**config.mk**
```make
export PLATFORM = sky130hd
export DESIGN_NAME = yuv420_quad_to_rgb
export DESIGN_NICKNAME = d
export VERILOG_FILES = /design/src/hw/rtl/yqrgb_pkg.sv /design/src/hw/rtl/yuv420_quad_to_rgb.sv
export SDC_FILE = /design/constraint.sdc
export NUM_CORES = 1
export LEC_CHECK = 0
export BUFFER_PORTS_ARGS = -buffer_cell sky130_fd_sc_hd__buf_2
export CAP_MARGIN = 20
export CELL_PAD_IN_SITES_DETAIL_PLACEMENT = 1
export CELL_PAD_IN_SITES_GLOBAL_PLACEMENT = 1
export CORE_MARGIN = 8
export CORE_UTILIZATION = 51
export CTS_BUF_LIST = sky130_fd_sc_hd__clkbuf_8
export CTS_CLUSTER_DIAMETER = 80
export CTS_CLUSTER_SIZE = 14
export DETAILED_ROUTE_END_ITERATION = 8
export PLACE_DENSITY = 0.86
export SLEW_MARGIN = 20
export SYNTH_ARGS = -nofsm -noshare
export SYNTH_HDL_FRONTEND = slang
export SYNTH_SLANG_ARGS = --single-unit
```
**constraint.sdc**
```tcl
create_clock -name clk -period 16.2 [get_ports clk]
set_input_delay 1.62 -clock clk [delete_from_list [all_inputs] [get_ports clk]]
set_output_delay 1.62 -clock clk [all_outputs]
set_load 0.01 [all_outputs]
```
**src/hw/rtl/yqrgb_pkg.sv**
```systemverilog
// yqrgb_pkg: widths, chroma term tables and clamp helper for the yuv420 block converter
// no dependencies; imported by yuv420_quad_to_rgb
package yqrgb_pkg;

  localparam int SAMPLE_W  = 8;
  localparam int TERM_W    = 9;   // widest term is -227 .. 225
  localparam int SUM_W     = 11;  // y + gv + gu spans -134 .. 390
  localparam int NUM_PIX   = 4;
  localparam int NUM_IN    = 6;
  localparam int NUM_CHAN  = 3;
  localparam int TABLE_N   = 256;
  localparam int CHROMA_OFS = 128;
  localparam int IN_DATA_W  = NUM_IN * SAMPLE_W;
  localparam int OUT_DATA_W = NUM_PIX * NUM_CHAN * SAMPLE_W;

  // coefficients as exact decimal ratios
  localparam int RV_NUM = 14075;
  localparam int RV_DEN = 10000;
  localparam int GV_NUM = -7169;
  localparam int GV_DEN = 10000;
  localparam int GU_NUM = -691;
  localparam int GU_DEN = 2000;
  localparam int BU_NUM = 1779;
  localparam int BU_DEN = 1000;

  localparam logic [SAMPLE_W-1:0] PIX_MAX = 8'hFF;

  typedef logic [SAMPLE_W-1:0] sample_t;
  typedef logic signed [TERM_W-1:0] term_t;
  typedef logic signed [SUM_W-1:0] sum_t;
  typedef term_t [TABLE_N-1:0] term_table_t;

  typedef enum logic [1:0] {
    TERM_RV = 2'd0,
    TERM_GV = 2'd1,
    TERM_GU = 2'd2,
    TERM_BU = 2'd3
  } term_sel_t;

  // build one term table, indexed by the raw chroma byte; division truncates toward zero
  function automatic term_table_t build_table(input term_sel_t sel);
    term_table_t t;
    int d;
    for (int i = 0; i < TABLE_N; i++) begin
      d = i - CHROMA_OFS;
      case (sel)
        TERM_RV: t[i] = TERM_W'((RV_NUM * d) / RV_DEN);
        TERM_GV: t[i] = TERM_W'((GV_NUM * d) / GV_DEN);
        TERM_GU: t[i] = TERM_W'((GU_NUM * d) / GU_DEN);
        default: t[i] = TERM_W'((BU_NUM * d) / BU_DEN);
      endcase
    end
    return t;
  endfunction

  localparam term_table_t RV_TABLE = build_table(TERM_RV);
  localparam term_table_t GV_TABLE = build_table(TERM_GV);
  localparam term_table_t GU_TABLE = build_table(TERM_GU);
  localparam term_table_t BU_TABLE = build_table(TERM_BU);

  // saturate a signed sum to 0..255
  function automatic sample_t clamp8(input sum_t x);
    sample_t r;
    if (x < 0) begin
      r = '0;
    end else if (x > sum_t'(PIX_MAX)) begin
      r = PIX_MAX;
    end else begin
      r = x[SAMPLE_W-1:0];
    end
    return r;
  endfunction

endpackage

```
**src/hw/rtl/yuv420_quad_to_rgb.sv**
```systemverilog
// yuv420_quad_to_rgb: converts one 2x2 block of 4:2:0 samples to rgb for its four pixels
// depends on yqrgb_pkg for term tables, widths and the clamp function
//
// usage:
//   in_* is a stream slave carrying one block per item: four luma samples and
//   the shared u and v samples. out_* is a stream master carrying one item per
//   block with red, green and blue of all four pixels.
//   an item taken on in_* is held in an input register; the converted pixels
//   are loaded into the output register once it is empty or being drained.
//   throughput is one block per cycle while out_tready is high: both registers
//   advance together, and the chroma lookups, adds and clamps sit in the single
//   logic level between them. when out_tready is low the output register holds
//   its item; the input register still takes one more item if it is empty, then
//   in_tready drops until the output drains.
//   reset (rst_n low, synchronous) empties both registers; nothing is retained.
module yuv420_quad_to_rgb (
  input  logic                               clk,
  input  logic                               rst_n,
  input  logic                               in_tvalid,
  output logic                               in_tready,
  // luma_top_left, luma_top_right, luma_bottom_left, luma_bottom_right, chroma_u, chroma_v
  input  logic [yqrgb_pkg::IN_DATA_W-1:0]    in_tdata,
  output logic                               out_tvalid,
  input  logic                               out_tready,
  // per pixel red, green, blue; pixels top_left, top_right, bottom_left, bottom_right
  output logic [yqrgb_pkg::OUT_DATA_W-1:0]   out_tdata
);
  import yqrgb_pkg::*;

  logic                   s1_valid_r;
  logic [IN_DATA_W-1:0]   s1_data_r;
  logic                   out_valid_r;
  logic [OUT_DATA_W-1:0]  out_data_r;
  logic [OUT_DATA_W-1:0]  out_data_nxt;
  logic                   s2_ready;
  logic                   s1_ready;

  sample_t chroma_u;
  sample_t chroma_v;
  term_t   rv;
  term_t   gv;
  term_t   gu;
  term_t   bu;
  sum_t    green_term;

  // flow control: each register loads when it is empty or its consumer takes
  assign s2_ready  = !out_valid_r || out_tready;
  assign s1_ready  = !s1_valid_r || s2_ready;
  assign in_tready = s1_ready;

  // input register
  always_ff @(posedge clk) begin
    if (!rst_n) begin
      s1_valid_r <= 1'b0;
    end else if (s1_ready) begin
      s1_valid_r <= in_tvalid;
    end
  end

  always_ff @(posedge clk) begin
    if (s1_ready && in_tvalid) begin
      s1_data_r <= in_tdata;
    end
  end

  // chroma term lookups
  assign chroma_u   = s1_data_r[4*SAMPLE_W +: SAMPLE_W];
  assign chroma_v   = s1_data_r[5*SAMPLE_W +: SAMPLE_W];
  assign rv         = RV_TABLE[chroma_v];
  assign gv         = GV_TABLE[chroma_v];
  assign gu         = GU_TABLE[chroma_u];
  assign bu         = BU_TABLE[chroma_u];
  assign green_term = sum_t'(gv) + sum_t'(gu);

  // per pixel add and clamp
  for (genvar p = 0; p < NUM_PIX; p++) begin : g_pix
    sum_t luma;
    assign luma = sum_t'({1'b0, s1_data_r[p*SAMPLE_W +: SAMPLE_W]});
    assign out_data_nxt[(p*NUM_CHAN+0)*SAMPLE_W +: SAMPLE_W] = clamp8(luma + sum_t'(rv));
    assign out_data_nxt[(p*NUM_CHAN+1)*SAMPLE_W +: SAMPLE_W] = clamp8(luma + green_term);
    assign out_data_nxt[(p*NUM_CHAN+2)*SAMPLE_W +: SAMPLE_W] = clamp8(luma + sum_t'(bu));
  end

  // output register
  always_ff @(posedge clk) begin
    if (!rst_n) begin
      out_valid_r <= 1'b0;
    end else if (s2_ready) begin
      out_valid_r <= s1_valid_r;
    end
  end

  always_ff @(posedge clk) begin
    if (s2_ready && s1_valid_r) begin
      out_data_r <= out_data_nxt;
    end
  end

  assign out_tvalid = out_valid_r;
  assign out_tdata  = out_data_r;

`ifndef ASSERT_OFF
  // an accepted item lands in the input register
  a_in_load: assert property (@(posedge clk) disable iff (!rst_n)
    (in_tvalid && in_tready) |=> s1_valid_r)
    else $error("accepted item missing from input register");

  // a stalled input register keeps its item
  a_s1_hold: assert property (@(posedge clk) disable iff (!rst_n)
    (s1_valid_r && !s2_ready) |=> (s1_valid_r && $stable(s1_data_r)))
    else $error("input register item lost during stall");

  // an item moving out of the input register shows up as a result
  a_s1_to_out: assert property (@(posedge clk) disable iff (!rst_n)
    (s1_valid_r && s2_ready) |=> out_tvalid)
    else $error("item dropped between input and output register");

  // an empty input register never refuses an item
  a_ready_empty: assert property (@(posedge clk) disable iff (!rst_n)
    !s1_valid_r |-> in_tready)
    else $error("in_tready low with empty input register");
`endif

endmodule
```
==> impl_metrics.csv <==
group,metric,value,unit
status,status,"finished clean",
power,p_seq_share,29.1,%
setup_path,slowest_delay,0.80,ns
setup_path,worstPathCellList,"buf_2 > and3b_4 > o211a_1 > ha_1 > nor2_1 > nor2_1 > mux4_2 > o22ai_1 > o21ai_0 > a31oi_1",
timing,max_slew.worst_pin.slew,1.17,ns
setup_path,path_buf_inv,1,
logic_synthesis,netlist-cell-type-count,90,
global_route,grt_pass1_wl,103000,um
clock_network,clockBufferDepth,2,
logic_synthesis,ys_seq_area_share,31.2,%
clock_network,path_clk_slew,0.11,ns
timing,clock_skew,0.0359,ns
clock_network,clock-root-buffer,"clkbuf_8",
placement,gp_congestion,0.928,
logic_synthesis,synth_top_area_cell,"edfxtp_1",
final_layout,area_growth,7.72,%
hold_path,hp-class,"reg2reg",
setup_path,path_max_fanout,24,
timing,period_share,32.3,%
final_layout,drive_above_1_share,12.9,%
final_layout,fill_cells,3725,
power,p_sw,1110,uW
drt,drc,0,
power,peakVddDrop,73.1,uV
global_route,grt_overflow,0,
drt,drt-total-wl,66600,um
timing,period_minus_slack,5.23,ns
floorplan,io_pins,150,
clock_network,cts_made_buffers,17,
setup_path,critPathSlowestCell,"o211a_1",
floorplan,die_w,194,um
setup_path,crit_arrival,5.66,ns
final_layout,instances_no_fill,2377,
logic_synthesis,netlist_area,16100,um2
global_route,antenna_found_initial,0,
clock_network,cts_hold_buf,0,
drt,firstDrtPassIters,6,
logic_synthesis,ys_warn_count,0,
logic_synthesis,synthTopCellsByArea,"edfxtp_1 (27%), ha_1 (9.9%), a21oi_1 (8.9%)",
drt,routedWlPerCell,28.0,um
logic_synthesis,synthesis.nets,2091,
timing,setup_viol_count_final,0,
clock_network,numClockSinks,179,
placement,io_buffers,149,
global_route,grt_usage,34.2,%
clock_network,htreeDepth,4,
placement,dp_cells,2345,
global_route,first_global_vias,17300,
logic_synthesis,ys_async_sr_fraction,0,%
floorplan,dieArea,37600,um2
timing,maxSlewViolCount,0,
power,power.density,135,nW/um2
drt,vias,17000,
logic_synthesis,synthFlopType,"edfxtp_1",
timing,rsz0062_at_grt,"no",
floorplan,rows,65,
clock_network,cts_setup_buffers,0,
final_layout,final_nets,2155,
setup_path,crit_type,"in2reg",
logic_synthesis,synth-seq-cells,179,
timing,holdWs,0.764,ns
setup_path,cp_top_family,"simple AND/OR/NAND/NOR gates",
floorplan,die_y,194,um
power,switching_share,47.3,%
timing,max_slew_margin,22.3,%
clock_network,cts_tree,"done",
clock_network,clk_latency,0.53,ns
power,finalPower,2350,uW
job,cap_viol_max_count,0,
floorplan,core_area,31300,um2
logic_synthesis,syn_inst,1898,
power,cellInternalPower,1240,uW
drt,drt-initial-drc-count,2102,
power,leakage,0.00678,uW
timing,setup_tns,0,ns
final_layout,n_antenna_cell,0,
logic_synthesis,syn_area_per_cell,8.50,um2
global_route,grt_max_degree,96,
timing,fmax,191,MHz
setup_path,crit_required,16.64,ns
clock_network,cts.repair.resized,0,
setup_path,crit_path_start_kind,"input pin",
drt,ant_nets,0,
floorplan,start_util,51.5,%
setup_path,cpMostUsedCell,"nor2_1",
drt,vias_per_cell,7.14,
placement,hpwlAfterDp,45400,um
timing,finalHoldViolations,0,
setup_path,end_kind,"register",
logic_synthesis,synth_edf_count,144,
power,combPwrFrac,56.7,%
logic_synthesis,synthDominantCellAreaShare,26.8,%
power,p_clk_share,14.2,%
## final cells by class
type	count	area, um2	area share [%]
sequential	179	5020	28.9
timing repair buffer	172	922	5.31
clock buffer	17	234	1.35
inverter	75	282	1.62
tap	402	503	2.89
multi-input combinational	1517	10200	59.0
clock inverter	15	161	0.929
## routing by layer
layer	track usage [%]	vias to the layer above	wire, um
met1	41.4	8192	25600
met2	55.2	1127	30500
met5	0	-	0
li1	-	7325	-
met4	21.6	0	4680
met3	6.86	327	5900
## state kept, by name, indices dropped and copies added, names as in the netlist
| name | cells |
|---|---|
| gu | 7 |
| rv | 9 |
| gv | 8 |
| s1_valid_r | 1 |
| out_tdata | 96 |
| bu | 9 |
| s1_data_r | 48 |
| out_tvalid | 1 |
## placed cells by master (no fill, tap or decap), types with 15 or more instances in the layout
master,n
edfxtp_1,144
nor3_1,32
a21o_1,31
nand2b_1,27
o21a_1,19
a221oi_1,20
xor2_1,41
o21ai_0,127
nor2_1,137
a21oi_1,288
nand3_1,36
nand2_1,141
dfxtp_1,35
o22ai_1,44
clkbuf_8,17
xnor2_1,43
o211ai_1,38
buf_2,149
ha_1,128
nor2b_1,15
inv_1,72
a31oi_1,30
a211oi_1,37
buf_4,22
## kinds of logic after synthesis
| logic type | after synthesis | synth area share (%) |
|---|---|---|
| AOI/OAI and AO/OA | 804 | 31.9 |
| xor gates and xnor gates | 85 | 4.66 |
| adders and majority gates | 145 | 11.8 |
| buffers and inverters | 202 | 5.59 |
| DFF | 179 | 31.2 |
| muxes | 18 | 1.34 |
| and+or+nand+nor | 465 | 13.5 |
## Yosys cell counts, types with 10 or more instances
master and instances:
a211oi_1 37, o211a_1 11, nand4b_1 11, o22ai_1 44, o31ai_1 10, o221ai_1 12
o21a_1 19, clkbuf_1 49, edfxtp_1 144, nor2b_1 16, a21o_1 31, ha_1 128
a21oi_1 288, nand3_1 36, xor2_1 41, o211ai_1 38, nor3_1 32, o21ai_0 127
dfxtp_1 35, nand2_1 141, buf_2 55, and2_1 11, fa_1 13, nor2_1 137
a31oi_1 30, o21bai_1 13, a221oi_1 20, xnor2_1 43, inv_1 70, o21ai_1 11
a2111oi_0 13, nand2b_1 27
## path summary, 6_finish.rpt
path	start	end	slack [ns]	cells past startpoint
hold reg to reg	s1_valid_r	out_tvalid	0.76	1
setup reg to reg	s1_valid_r	gv[0]	11.62	9
hold / removal	s1_valid_r	out_tvalid	0.76	1
setup / recovery	out_tready	gv[0]	10.97	10
## power groups by stage
stage	Sequential, uW	Combinational [uW]	Clock [uW]
3_5_place_dp	689	1240	0
6_report	684	1330	333
2_1_floorplan	683	866	0
3_3_place_gp	683	1150	0
4_1_cts	680	1290	335
5_1_grt	687	1420	347
## stage by stage
| step | utilization (%) | worst slack (ns) | instance area, um2 |
|---|---|---|---|
| after floorplan | - | 9.48 | 16100 |
| after global placement | 54.2 | 10.69 | 17000 |
| after detailed placement | 54.2 | 10.52 | 17000 |
| after CTS | 55.5 | 11.08 | 17400 |
| after global routing | 55.5 | 10.79 | 17400 |
| final | 55.5 | 10.97 | 17400 |
No activity file was read; power rests on OpenSTA's default activity.
